## src/rtl/core/rfc_pkg.sv

```systemverilog
// shared types and constants of the front-to-back ray compositor
package rfc_pkg;

    localparam int VALUE_W   = 32;
    localparam int SCALE_W   = 32;
    localparam int COUNT_W   = 9;
    localparam int OP_W      = 17;
    localparam int COLOR_W   = 24;
    localparam int ENTRY_W   = OP_W + COLOR_W;
    localparam int EIDX_W    = 8;
    localparam int ACC_W     = 25;
    localparam int PIXEL_W   = 32;
    localparam int S_TDATA_W = 88;
    localparam int S_TUSER_W = 2;
    localparam int FLAGS_W   = 3;

    localparam logic [OP_W-1:0] ONE_Q16  = 17'd65536;
    localparam logic [OP_W-1:0] HALF_Q16 = 17'd32768;
    localparam logic [7:0]      CH_MAX   = 8'hFF;

    localparam int QUEUE_DEPTH = 4;

    // register map, word index on paddr[3:2]
    localparam logic [1:0] REG_RANGE_MIN   = 2'd0;
    localparam logic [1:0] REG_RANGE_SCALE = 2'd1;
    localparam logic [1:0] REG_ENTRY_COUNT = 2'd2;
    localparam logic [1:0] REG_OPAQUE_THR  = 2'd3;

    // kind bits of one queued item
    typedef struct packed {
        logic is_write;
        logic flag;      // sample: value mappable, write: index inside the table
        logic last;
    } rfc_flags_t;

    // value-to-index mapping settings
    typedef struct packed {
        logic [VALUE_W-1:0] range_min;
        logic [SCALE_W-1:0] range_scale;
        logic [COUNT_W-1:0] entry_count;
    } rfc_map_cfg_t;

endpackage

```

## src/rtl/core/rfc_queue.sv

```systemverilog
// short queue between the classifying front and the compositing back
module rfc_queue import rfc_pkg::*; #(
    parameter int WIDTH = 8
) (
    input  logic             clk,
    input  logic             rst_n,
    input  logic             push,
    input  logic [WIDTH-1:0] push_data,
    output logic             full,
    input  logic             pop,
    output logic [WIDTH-1:0] head_data,
    output logic             empty
);

    localparam int PW = $clog2(QUEUE_DEPTH);
    localparam int CW = $clog2(QUEUE_DEPTH + 1);

    logic [WIDTH-1:0] slot_reg [QUEUE_DEPTH];
    logic [PW-1:0]    wr_ptr_reg, wr_ptr_next;
    logic [PW-1:0]    rd_ptr_reg, rd_ptr_next;
    logic [CW-1:0]    count_reg, count_next;

    assign full      = (count_reg == CW'(QUEUE_DEPTH));
    assign empty     = (count_reg == '0);
    assign head_data = slot_reg[rd_ptr_reg];

    always_comb
    begin
        wr_ptr_next = wr_ptr_reg;
        rd_ptr_next = rd_ptr_reg;
        count_next  = count_reg;
        if (push)
        begin
            wr_ptr_next = (wr_ptr_reg == PW'(QUEUE_DEPTH - 1)) ? '0 : wr_ptr_reg + 1'b1;
        end
        if (pop)
        begin
            rd_ptr_next = (rd_ptr_reg == PW'(QUEUE_DEPTH - 1)) ? '0 : rd_ptr_reg + 1'b1;
        end
        if (push && !pop)
        begin
            count_next = count_reg + 1'b1;
        end
        else if (pop && !push)
        begin
            count_next = count_reg - 1'b1;
        end
    end

    always_ff @(posedge clk or negedge rst_n)
    begin
        if (!rst_n)
        begin
            wr_ptr_reg <= '0;
            rd_ptr_reg <= '0;
            count_reg  <= '0;
        end
        else
        begin
            wr_ptr_reg <= wr_ptr_next;
            rd_ptr_reg <= rd_ptr_next;
            count_reg  <= count_next;
        end
    end

    always_ff @(posedge clk)
    begin
        if (push)
        begin
            slot_reg[wr_ptr_reg] <= push_data;
        end
    end

    a_no_push_full: assert property (@(posedge clk) disable iff (!rst_n) push |-> !full)
        else $error("queue push while full");
    a_no_pop_empty: assert property (@(posedge clk) disable iff (!rst_n) pop |-> !empty)
        else $error("queue pop while empty");
    a_pop_frees: assert property (@(posedge clk) disable iff (!rst_n)
        (pop && !push) |=> !full)
        else $error("queue still full after a pop");

endmodule

```

## config.mk

```make
export PLATFORM = sky130hd
export DESIGN_NAME = rfc_queue
export DESIGN_NICKNAME = d
export VERILOG_FILES = /design/src/rtl/core/rfc_pkg.sv /design/src/rtl/core/rfc_queue.sv
export SDC_FILE = /design/constraint.sdc
export NUM_CORES = 1
export LEC_CHECK = 0
export ABC_CLOCK_PERIOD_IN_PS = 2740
export BUFFER_PORTS_ARGS = -buffer_cell sky130_fd_sc_hd__clkbuf_2
export CORE_MARGIN = 2
export CORE_UTILIZATION = 45
export DETAILED_ROUTE_END_ITERATION = 10
export PLACE_DENSITY = 0.77
export SYNTH_ARGS = -nofsm -noshare
export SYNTH_HDL_FRONTEND = slang
export SYNTH_SLANG_ARGS = --single-unit
```

## constraint.sdc

```tcl
create_clock -name clk -period 2.74 [get_ports clk]
set_input_delay 0.274 -clock clk [delete_from_list [all_inputs] [get_ports clk]]
set_output_delay 0.274 -clock clk [all_outputs]
set_load 0.02 [all_outputs]
```

==> qor.csv <==
stage;metric;value;unit
timing;slew-limit-headroom;61.9;%
timing;worstMarginPinSlew;0.571;ns
placed_design;placed_area;0.00172;mm2
global_routing;gr-total-overflow;0;
hold_path;whs_path_depth;1;
timing;fmax;479;MHz
yosys;syn_area;0.00157;mm2
floorplanning;die_w;63.1;um
floorplanning;initial_core_util;47.1;%
floorplanning;die_area;0.00398;mm2
power_and_ir_drop;vdd_drop_max;0.425;mV
hold_path;hp-class;in -> reg;
yosys;syn_avg_cell_area;19.9;um2
yosys;synth-seq-area-share;72.4;%
flow_run;maxCapViolCount;0;
final_layout;nFillCells;277;
global_routing;antenna_found_initial;0;
global_routing;grt_pass1_wl;4100;um
drt;drt_iter0_markers;51;
drt;final_antenna_net_count;0;
yosys;synth_most_common_cell;edfxtp_1;
final_layout;stdcell_area;0.00181;mm2
final_layout;register_area;0.00114;mm2
floorplanning;io_pins;22;
yosys;synth_seq_cells;39;
yosys;synthTopCellsByArea;edfxtp_1 61%, mux4_2 11%, dfrtp_1 11%, ha_1 4.8%, mux2_2 2.2%;
yosys;synthArstFlopShare;17.9;%
timing;setup_tns;0;ns
yosys;yosysWarnings;0;
drt;drc_errors;0;
clocking;root_buffer;clkbuf_4;
floorplanning;num_rows;21;
timing;period_minus_slack;2.09;ns
placed_design;dp_hpwl;1600;um
clocking;numCtsBuffers;5;
power_and_ir_drop;seq_power_share;49.5;%
setup_path;reg2reg_from;wr_ptr_reg[0];
drt;viasPerCell;4.86;
power_and_ir_drop;power_switching;0.583;mW
clocking;htree_levels;2;
setup_path;critPathMaxFanout;11;
clocking;cts_resized;0;
placed_design;pre_cts_ws;0.985;ns
yosys;synthTopCellsByCount;32 x edfxtp_1, 8 x mux4_2, 7 x dfrtp_1;
power_and_ir_drop;combPwrFrac;29.7;%
setup_path;reg2reg_depth;3;
setup_path;end_kind;primary output;
hold_path;hold_path_end;slot_reg[3][0];
power_and_ir_drop;leakage;0.685;nW
clocking;clock_latency;0.35;ns
yosys;synth_top_area_cell;edfxtp_1;
yosys;ys.flop_type;edfxtp_1;
clocking;cts.sinks;39;
floorplanning;die_height;63.1;um
drt;vias;744;
final_layout;drive_above_1_share;37.4;%
final_layout;antenna_cells;0;
timing;rsz0062_at_grt;false;
final_layout;syn_to_final_growth;15.1;%
drt;routed_wl;2330;um
timing;hold_viol;0;
setup_path;crit_type;reg -> out;
clocking;cts_tree;done;
placed_design;numPortBuffers;21;
setup_path;crit_arrival;1.81;ns
hold_path;min-delay-start;push_data[0];
drt;first_pass_iters;4;
power_and_ir_drop;clock_power_share;20.8;%
global_routing;track_usage;14.8;%
floorplanning;coreArea;0.00334;mm2
yosys;yosysUniqueCellTypes;18;
yosys;synthesis.nets;98;
power_and_ir_drop;p_per_area;1000;mW/mm2
clocking;path_clk_slew;0.11;ns
power_and_ir_drop;internal_power;1.23;mW
setup_path;start_kind;register;
timing;worst_clock_skew;0.0104;ns
final_layout;multi_input_area;399;um2
yosys;synth_edf_count;32;
setup_path;required;2.47;ns
placed_design;gp_congestion;0.655;
timing;fin_crit_sh;76.2;%
global_routing;grt_pass1_vias;801;
final_layout;nets;125;
clocking;clock_path_buffers;2;
timing;setup_slack;0.652;ns
timing;finalSetupViolations;0;
setup_path;r2r_end;slot_reg[0][1];
final_layout;largest_reg_flops;32;
outcome;run_status;finished, final reports clean;
power_and_ir_drop;power_switching_share;32.1;%
drt;drt-wirelength-per-cell;15.2;um
global_routing;grt_max_degree;14;
setup_path;reg2reg_slack;1.31;ns
yosys;syn_inst;79;
yosys;synth_top_area_share;61.2;%
timing;final_max_slew_viol_count;0;
==> power groups by stage <==
stage                     combinational, mW  sequential (mW)  clock (mW)
final                                 0.540            0.899       0.378
after global routing                  0.601            0.928       0.426
after CTS                             0.553            0.907       0.393
after detailed placement              0.550            0.920           0
after global placement                0.530            0.910           0
after floorplan                       0.476            0.840           0
==> critical path: stages (launching register included) <==
cell and delay (ns):
dfrtp_1 0.72, mux4_2 0.57, clkbuf_2 0.17
==> layout by cell type, fill, tap and decap left out, drive strengths merged <==
cell	count
and2	4
bufinv	1
clkbuf	26
clkinv	2
dfrtp	7
dlygate4sd3	1
edfxtp	32
fa	1
ha	6
inv	5
mux2	3
mux4	8
nand2	1
nand3	1
nor2	2
nor3	1
nor3b	1
o21ai	2
xnor2	1
xor2	2
==> cell families after synthesis <==
family | count (synthesis) | synth area share [%]
compound gates | 2 | 0.637
fa+ha+maj | 7 | 6.06
flops | 39 | 72.4
mux | 11 | 13.6
simple gates | 10 | 3.43
buf+inv | 7 | 2.23
xor+xnor | 3 | 1.67
==> worst max path at each step <==
stage / from / end / cells past startpoint
floorplan: rd_ptr_reg[0] / head_data[0] / 2
global placement: rd_ptr_reg[0] / head_data[1] / 2
detailed placement: rd_ptr_reg[0] / head_data[6] / 2
CTS: rd_ptr_reg[0] / head_data[6] / 2
global route: rd_ptr_reg[0] / head_data[6] / 2
finish: rd_ptr_reg[0] / head_data[4] / 2
==> per-stage QoR <==
| stage | utilization, % | cells | hold WS (ns) | power [mW] |
|---|---|---|---|---|
| 2_1_floorplan | - | 79 | -0.0216 | 1.32 |
| 3_3_place_gp | 51.4 | 144 | 0.118 | 1.44 |
| 3_5_place_dp | 51.4 | 144 | 0.129 | 1.47 |
| 4_1_cts | 54.2 | 153 | 0.126 | 1.85 |
| 5_1_grt | 54.2 | 153 | 0.105 | 1.95 |
| 6_report | 54.2 | 153 | 0.144 | 1.82 |
==> metal layers <==
layer	GRT usage, %	vias up	share of wire (%)
li1	-	357	-
met4	6.67	0	2.1
met2	23.8	20	48
met1	16.6	362	44
met5	0	-	0
met3	7.14	5	6.2
==> layout make-up <==
type	count	share of cell area, %
multi-input cells	33	22.1
repair buffers	22	6.37
clock buffers	5	2.08
inverters	5	1.04
clock inverters	3	2.42
well taps	46	3.18
flip-flops and latches	39	62.8
==> timing repair <==
| item | 4_1_cts | 5_1_grt |
|---|---|---|
| buffers inserted | 0 | 0 |
| hold buffers | 1 | 0 |
| hold endpoints to repair | 7 | 0 |
Note: power is estimated with default switching activity, not from simulation.
