## src/rtl/core/rfc_pkg.sv

```systemverilog
// shared types and constants of the front-to-back ray compositor
package rfc_pkg;

    localparam int VALUE_W   = 32;
    localparam int SCALE_W   = 32;
    localparam int COUNT_W   = 9;
    localparam int OP_W      = 17;
    localparam int COLOR_W   = 24;
    localparam int ENTRY_W   = OP_W + COLOR_W;
    localparam int EIDX_W    = 8;
    localparam int ACC_W     = 25;
    localparam int PIXEL_W   = 32;
    localparam int S_TDATA_W = 88;
    localparam int S_TUSER_W = 2;
    localparam int FLAGS_W   = 3;

    localparam logic [OP_W-1:0] ONE_Q16  = 17'd65536;
    localparam logic [OP_W-1:0] HALF_Q16 = 17'd32768;
    localparam logic [7:0]      CH_MAX   = 8'hFF;

    localparam int QUEUE_DEPTH = 4;

    // register map, word index on paddr[3:2]
    localparam logic [1:0] REG_RANGE_MIN   = 2'd0;
    localparam logic [1:0] REG_RANGE_SCALE = 2'd1;
    localparam logic [1:0] REG_ENTRY_COUNT = 2'd2;
    localparam logic [1:0] REG_OPAQUE_THR  = 2'd3;

    // kind bits of one queued item
    typedef struct packed {
        logic is_write;
        logic flag;      // sample: value mappable, write: index inside the table
        logic last;
    } rfc_flags_t;

    // value-to-index mapping settings
    typedef struct packed {
        logic [VALUE_W-1:0] range_min;
        logic [SCALE_W-1:0] range_scale;
        logic [COUNT_W-1:0] entry_count;
    } rfc_map_cfg_t;

endpackage

```

## src/rtl/core/rfc_front.sv

```systemverilog
// input side: accepts beats, maps sample values to table indexes, feeds the queue
module rfc_front import rfc_pkg::*; #(
    parameter int TABLE_DEPTH = 256,
    localparam int AW = $clog2(TABLE_DEPTH),
    localparam int QW = FLAGS_W + AW + ENTRY_W
) (
    input  logic                 clk,
    input  logic                 rst_n,
    input  rfc_map_cfg_t         map_cfg,
    input  logic                 s_axis_tvalid,
    output logic                 s_axis_tready,
    // sample_value 31:0, entry_index 39:32, entry_color 63:40, entry_opacity 80:64
    input  logic [S_TDATA_W-1:0] s_axis_tdata,
    // req_type 0, sample_valid 1
    input  logic [S_TUSER_W-1:0] s_axis_tuser,
    input  logic                 s_axis_tlast,
    output logic                 q_push,
    output logic [QW-1:0]        q_item,
    input  logic                 q_full
);

    logic                 adv;
    logic [VALUE_W:0]     diff;

    logic                 s1_valid_reg, s1_valid_next;
    rfc_flags_t           s1_flags_reg;
    logic [VALUE_W:0]     s1_diff_reg;
    logic [EIDX_W-1:0]    s1_eidx_reg;
    logic [ENTRY_W-1:0]   s1_entry_reg;

    logic                 s2_valid_reg, s2_valid_next;
    rfc_flags_t           s2_flags_reg;
    logic                 s2_pos_reg;
    logic [31:0]          s2_hi_reg;
    logic [EIDX_W-1:0]    s2_eidx_reg;
    logic [ENTRY_W-1:0]   s2_entry_reg;

    logic [63:0]          prod;
    logic [31:0]          cnt32;
    logic [31:0]          last32;
    logic [31:0]          idx32;
    rfc_flags_t           out_flags;
    logic [AW-1:0]        out_addr;
    logic [ENTRY_W-1:0]   out_data;

    assign adv           = !s2_valid_reg || !q_full;
    assign s_axis_tready = adv;
    assign q_push        = s2_valid_reg && !q_full;

    assign diff = {s_axis_tdata[VALUE_W-1], s_axis_tdata[VALUE_W-1:0]}
                - {map_cfg.range_min[VALUE_W-1], map_cfg.range_min};
    assign prod = 64'(s1_diff_reg[VALUE_W-1:0]) * 64'(map_cfg.range_scale);

    always_comb
    begin
        s1_valid_next = s1_valid_reg;
        s2_valid_next = s2_valid_reg;
        if (adv)
        begin
            s1_valid_next = s_axis_tvalid;
            s2_valid_next = s1_valid_reg;
        end
    end

    // index clamp to the entries in use; table writes pass their index and an in-table flag
    always_comb
    begin
        cnt32 = 32'(map_cfg.entry_count);
        if (cnt32 > 32'(TABLE_DEPTH))
        begin
            cnt32 = 32'(TABLE_DEPTH);
        end
        last32 = (cnt32 == '0) ? '0 : cnt32 - 32'd1;
        idx32  = '0;
        if (s2_pos_reg)
        begin
            idx32 = (s2_hi_reg > last32) ? last32 : s2_hi_reg;
        end
        out_flags = s2_flags_reg;
        if (s2_flags_reg.is_write)
        begin
            out_flags.flag = (32'(s2_eidx_reg) < 32'(TABLE_DEPTH));
            out_addr       = AW'(s2_eidx_reg);
            out_data       = s2_entry_reg;
        end
        else
        begin
            out_addr = idx32[AW-1:0];
            out_data = '0;
        end
    end

    assign q_item = {out_flags, out_addr, out_data};

    always_ff @(posedge clk or negedge rst_n)
    begin
        if (!rst_n)
        begin
            s1_valid_reg <= 1'b0;
            s2_valid_reg <= 1'b0;
        end
        else
        begin
            s1_valid_reg <= s1_valid_next;
            s2_valid_reg <= s2_valid_next;
        end
    end

    always_ff @(posedge clk)
    begin
        if (adv)
        begin
            s1_flags_reg.is_write <= s_axis_tuser[0];
            s1_flags_reg.flag     <= s_axis_tuser[1];
            s1_flags_reg.last     <= s_axis_tlast;
            s1_diff_reg           <= diff;
            s1_eidx_reg           <= s_axis_tdata[39:32];
            s1_entry_reg          <= {s_axis_tdata[80:64], s_axis_tdata[63:40]};

            s2_flags_reg <= s1_flags_reg;
            s2_pos_reg   <= !s1_diff_reg[VALUE_W] && (s1_diff_reg != '0);
            s2_hi_reg    <= prod[63:32];
            s2_eidx_reg  <= s1_eidx_reg;
            s2_entry_reg <= s1_entry_reg;
        end
    end

endmodule

```

## config.mk

```make
export PLATFORM = sky130hd
export DESIGN_NAME = rfc_front
export DESIGN_NICKNAME = d
export VERILOG_FILES = /design/src/rtl/core/rfc_pkg.sv /design/src/rtl/core/rfc_front.sv
export SDC_FILE = /design/constraint.sdc
export NUM_CORES = 2
export LEC_CHECK = 0
export BUFFER_PORTS_ARGS = -buffer_cell sky130_fd_sc_hd__buf_2
export CAP_MARGIN = 30
export CORE_MARGIN = 8
export CORE_UTILIZATION = 40
export DETAILED_ROUTE_END_ITERATION = 8
export PLACE_DENSITY = 0.6
export REMOVE_ABC_BUFFERS = 1
export SYNTH_ARGS = -nofsm -noshare
export SYNTH_HDL_FRONTEND = slang
export SYNTH_SLANG_ARGS = --single-unit
```

## constraint.sdc

```tcl
create_clock -name clk -period 12.2 [get_ports clk]
set_input_delay 2.44 -clock clk [delete_from_list [all_inputs] [get_ports clk]]
set_output_delay 2.44 -clock clk [all_outputs]
set_load 0.02 [all_outputs]
```

==> results_dict.tcl <==
set metrics [dict create \
    status "completed" \
    whs_ps 415 \
    cts_buffers 17 \
    drc 0 \
    cts_setup_buffers 0 \
    die_h_um 336 \
    clk_pin_slew_worst_paths_ps 70 \
    nNetsFinal 5701 \
    die_width_um 336 \
    fp.dieArea_mm2 0.113 \
    cp.arrival_ps 10300 \
    cp_common_cell "fa_1" \
    vias_per_cell 5.02 \
    cpPeakStageDelay_ps 590 \
    worstSetupStartpointType "input port" \
    place_congestion 0.881 \
    max_freq_mhz 98.8 \
    htreeDepth 4 \
    finClkSkew_ps 8.25 \
    cap_violations 0 \
    cts_tree "built" \
    drt-total-wl_mm 105 \
    grtUsageTotal 0.194 \
    post_cts_resize_count 0 \
    mostFrequentLayoutCells "927 x inv_1, 896 x fa_1, 647 x and2_1" \
    wl_per_cell_um 18.5 \
    nFillCells 9980 \
    worstMarginPinSlew_ps 1030 \
    cp_cell_sequence "buf_2 > and2_1 > fa_1 > fa_1 > inv_1 > fa_1 > fa_1 > inv_1 > fa_1 > fa_1 > fa_1 > inv_1 > fa_1 > inv_1 > ha_1 > and4_1 > nand3_1 > or4_1 > a31o_1 > a211o_1 > a211o_1 > and2_4 > o311ai_4 > xnor2_1" \
    tns_ps 0 \
    period_share 0.829 \
    final_common_cell "inv_1" \
    start_util 0.404 \
    clock-root-buffer "clkbuf_16" \
    ys_seq_elements 172 \
    numClockSinks 172 \
    cp_top_family "adder cells" \
    crit_required_ps 12390 \
    grt_pass1_vias 31200 \
    crit_cells 24 \
    placementRows 117 \
    ys_async_sr_fraction 0.0116 \
    core_area_mm2 0.102 \
    cp-end-kind "flop" \
    slew_headroom 0.311 \
    clock_latency_ps 440 \
    grt_max_degree 76 \
    synth.cell_area_mm2 0.0411 \
    synth_edf_count 170 \
    drive_gt1_frac 0.0706 \
    rsz0062_at_grt "false" \
    num_vias 28600 \
    dp_hpwl_mm 83.7 \
    cts_hold_buffers 0 \
    grt_pass1_wl_mm 174 \
    portBuffers 214 \
    synth-main-ff-cell "edfxtp_1" \
    cpMaxStageDelayCell "buf_2" \
    period_needed_ps 10120 \
    synth.yosys.seq_area_share 0.126 \
    dr.pass1.iters 7 \
    rr_worst_depth 24 \
    postRouteAntennaNets 0 \
    clk_path_buf_depth 2 \
    final-max-slew-violation-count 0 \
    syn-instance-count 4256 \
    worstPathMaxFanout 32 \
    yosys_warnings 0 \
    crit_type "input port to flop" \
    antenna_found_initial 8 \
    synthDistinctLibCells 65 \
    hp-class "flop to flop" \
    finalSetupViolCount 0 \
    final_hold_viol_count 0 \
    dr.first_iter.drc_count 1428 \
    worst-path-buf-inv 5 \
    whs_path_depth 0 \
    num_io_pins 222 \
    syn_avg_cell_area_um2 9.65 \
    syn2layout_area_growth_pct 7.09 \
    gr-total-overflow 0 \
]
## path summary, 6_finish.rpt
| kind | from | slack (ps) | endpoint |
|---|---|---|---|
| setup reg to reg | s1_diff_reg[29]$_DFFE_PP_ | 3610 | s2_hi_reg[31]$_DFFE_PP_ |
| max in group asynchronous | rst_n | 10330 | s2_valid_reg$_DFFE_PN0P_ |
| hold reg to reg | s1_flags_reg[0]$_DFFE_PP_ | 420 | q_item[49]$_DFFE_PP_ |
| hold / removal | s1_flags_reg[0]$_DFFE_PP_ | 420 | q_item[49]$_DFFE_PP_ |
| min in group asynchronous | rst_n | 1780 | s1_valid_reg$_DFFE_PN0P_ |
| setup / recovery | map_cfg[17] | 2080 | s2_hi_reg[31]$_DFFE_PP_ |
## cells in the mapped netlist, drive strengths merged, types with 3 or more instances
master     n  area, µm²
nand4     22        138
a221oi     4       35.0
xnor2     46        403
nand3     26        130
inv      927       3480
a211oi    11       82.6
fa       896      17900
mux2       4       45.0
a31o       4       35.0
nor4      11       68.8
o31a       3       26.3
or4        3       22.5
o21a      15        113
a211o      7       61.3
nor2b     11       68.8
and4       3       26.3
edfxtp   170       5100
o211ai     6       45.0
o21ai     56        280
mux2i      4       40.0
buf       10       67.6
ha       327       4090
or3        5       31.3
o22ai      3       18.8
nor2      67        251
a31oi      9       56.3
o41ai      4       35.0
or2        4       25.0
o2111ai    3       26.3
nand2b     9       56.3
a21boi     5       37.5
nor3      27        140
and2     648       4060
o31ai     10       80.1
and3       9       57.6
o21bai     7       52.6
nand2    499       1870
a21oi     88        440
clkbuf   209        785
a21o      50        378
xor2      16        140
## logic make-up after synthesis
group	share of synthesized area
muxes	0.00207
xor gates and xnor gates	0.0132
DFF	0.126
adders and majority gates	0.537
buffers and inverters	0.106
and+or+nand+nor	0.170
AOI/OAI and AO/OA	0.0475
## per-layer routing
metal | share of wire | GRT usage | up-vias
met4 | 0.027 | 0.0474 | 4
li1 | - | - | 12900
met1 | 0.44 | 0.262 | 14900
met5 | 0.00013 | 0 | -
met3 | 0.043 | 0.0170 | 128
met2 | 0.49 | 0.336 | 680
## through the flow
step,cell area [µm²],instances,utilization,setup WS [ps]
2_1_floorplan,40200,4037,-,2900
3_3_place_gp,43300,5655,0.425,1640
3_5_place_dp,43300,5658,0.426,1620
4_1_cts,43900,5690,0.432,2090
5_1_grt,44000,5696,0.432,1750
6_report,44000,5700,0.432,2080
## layout make-up
type                       instances  area (µm²)  area share
multi-input combinational       2938       31600       0.718
sequential                       172        5150       0.117
inverter                         927        3480      0.0791
tap                             1368        1710      0.0389
timing repair buffer             254        1430      0.0325
clock buffer                      17         425     0.00968
clock inverter                    15         168     0.00381
antenna                            9        22.5    0.000512
Power is left out: the tool's default activity adds up to more than one toggle a clock period on the data nets, which glitch-free logic cannot reach.
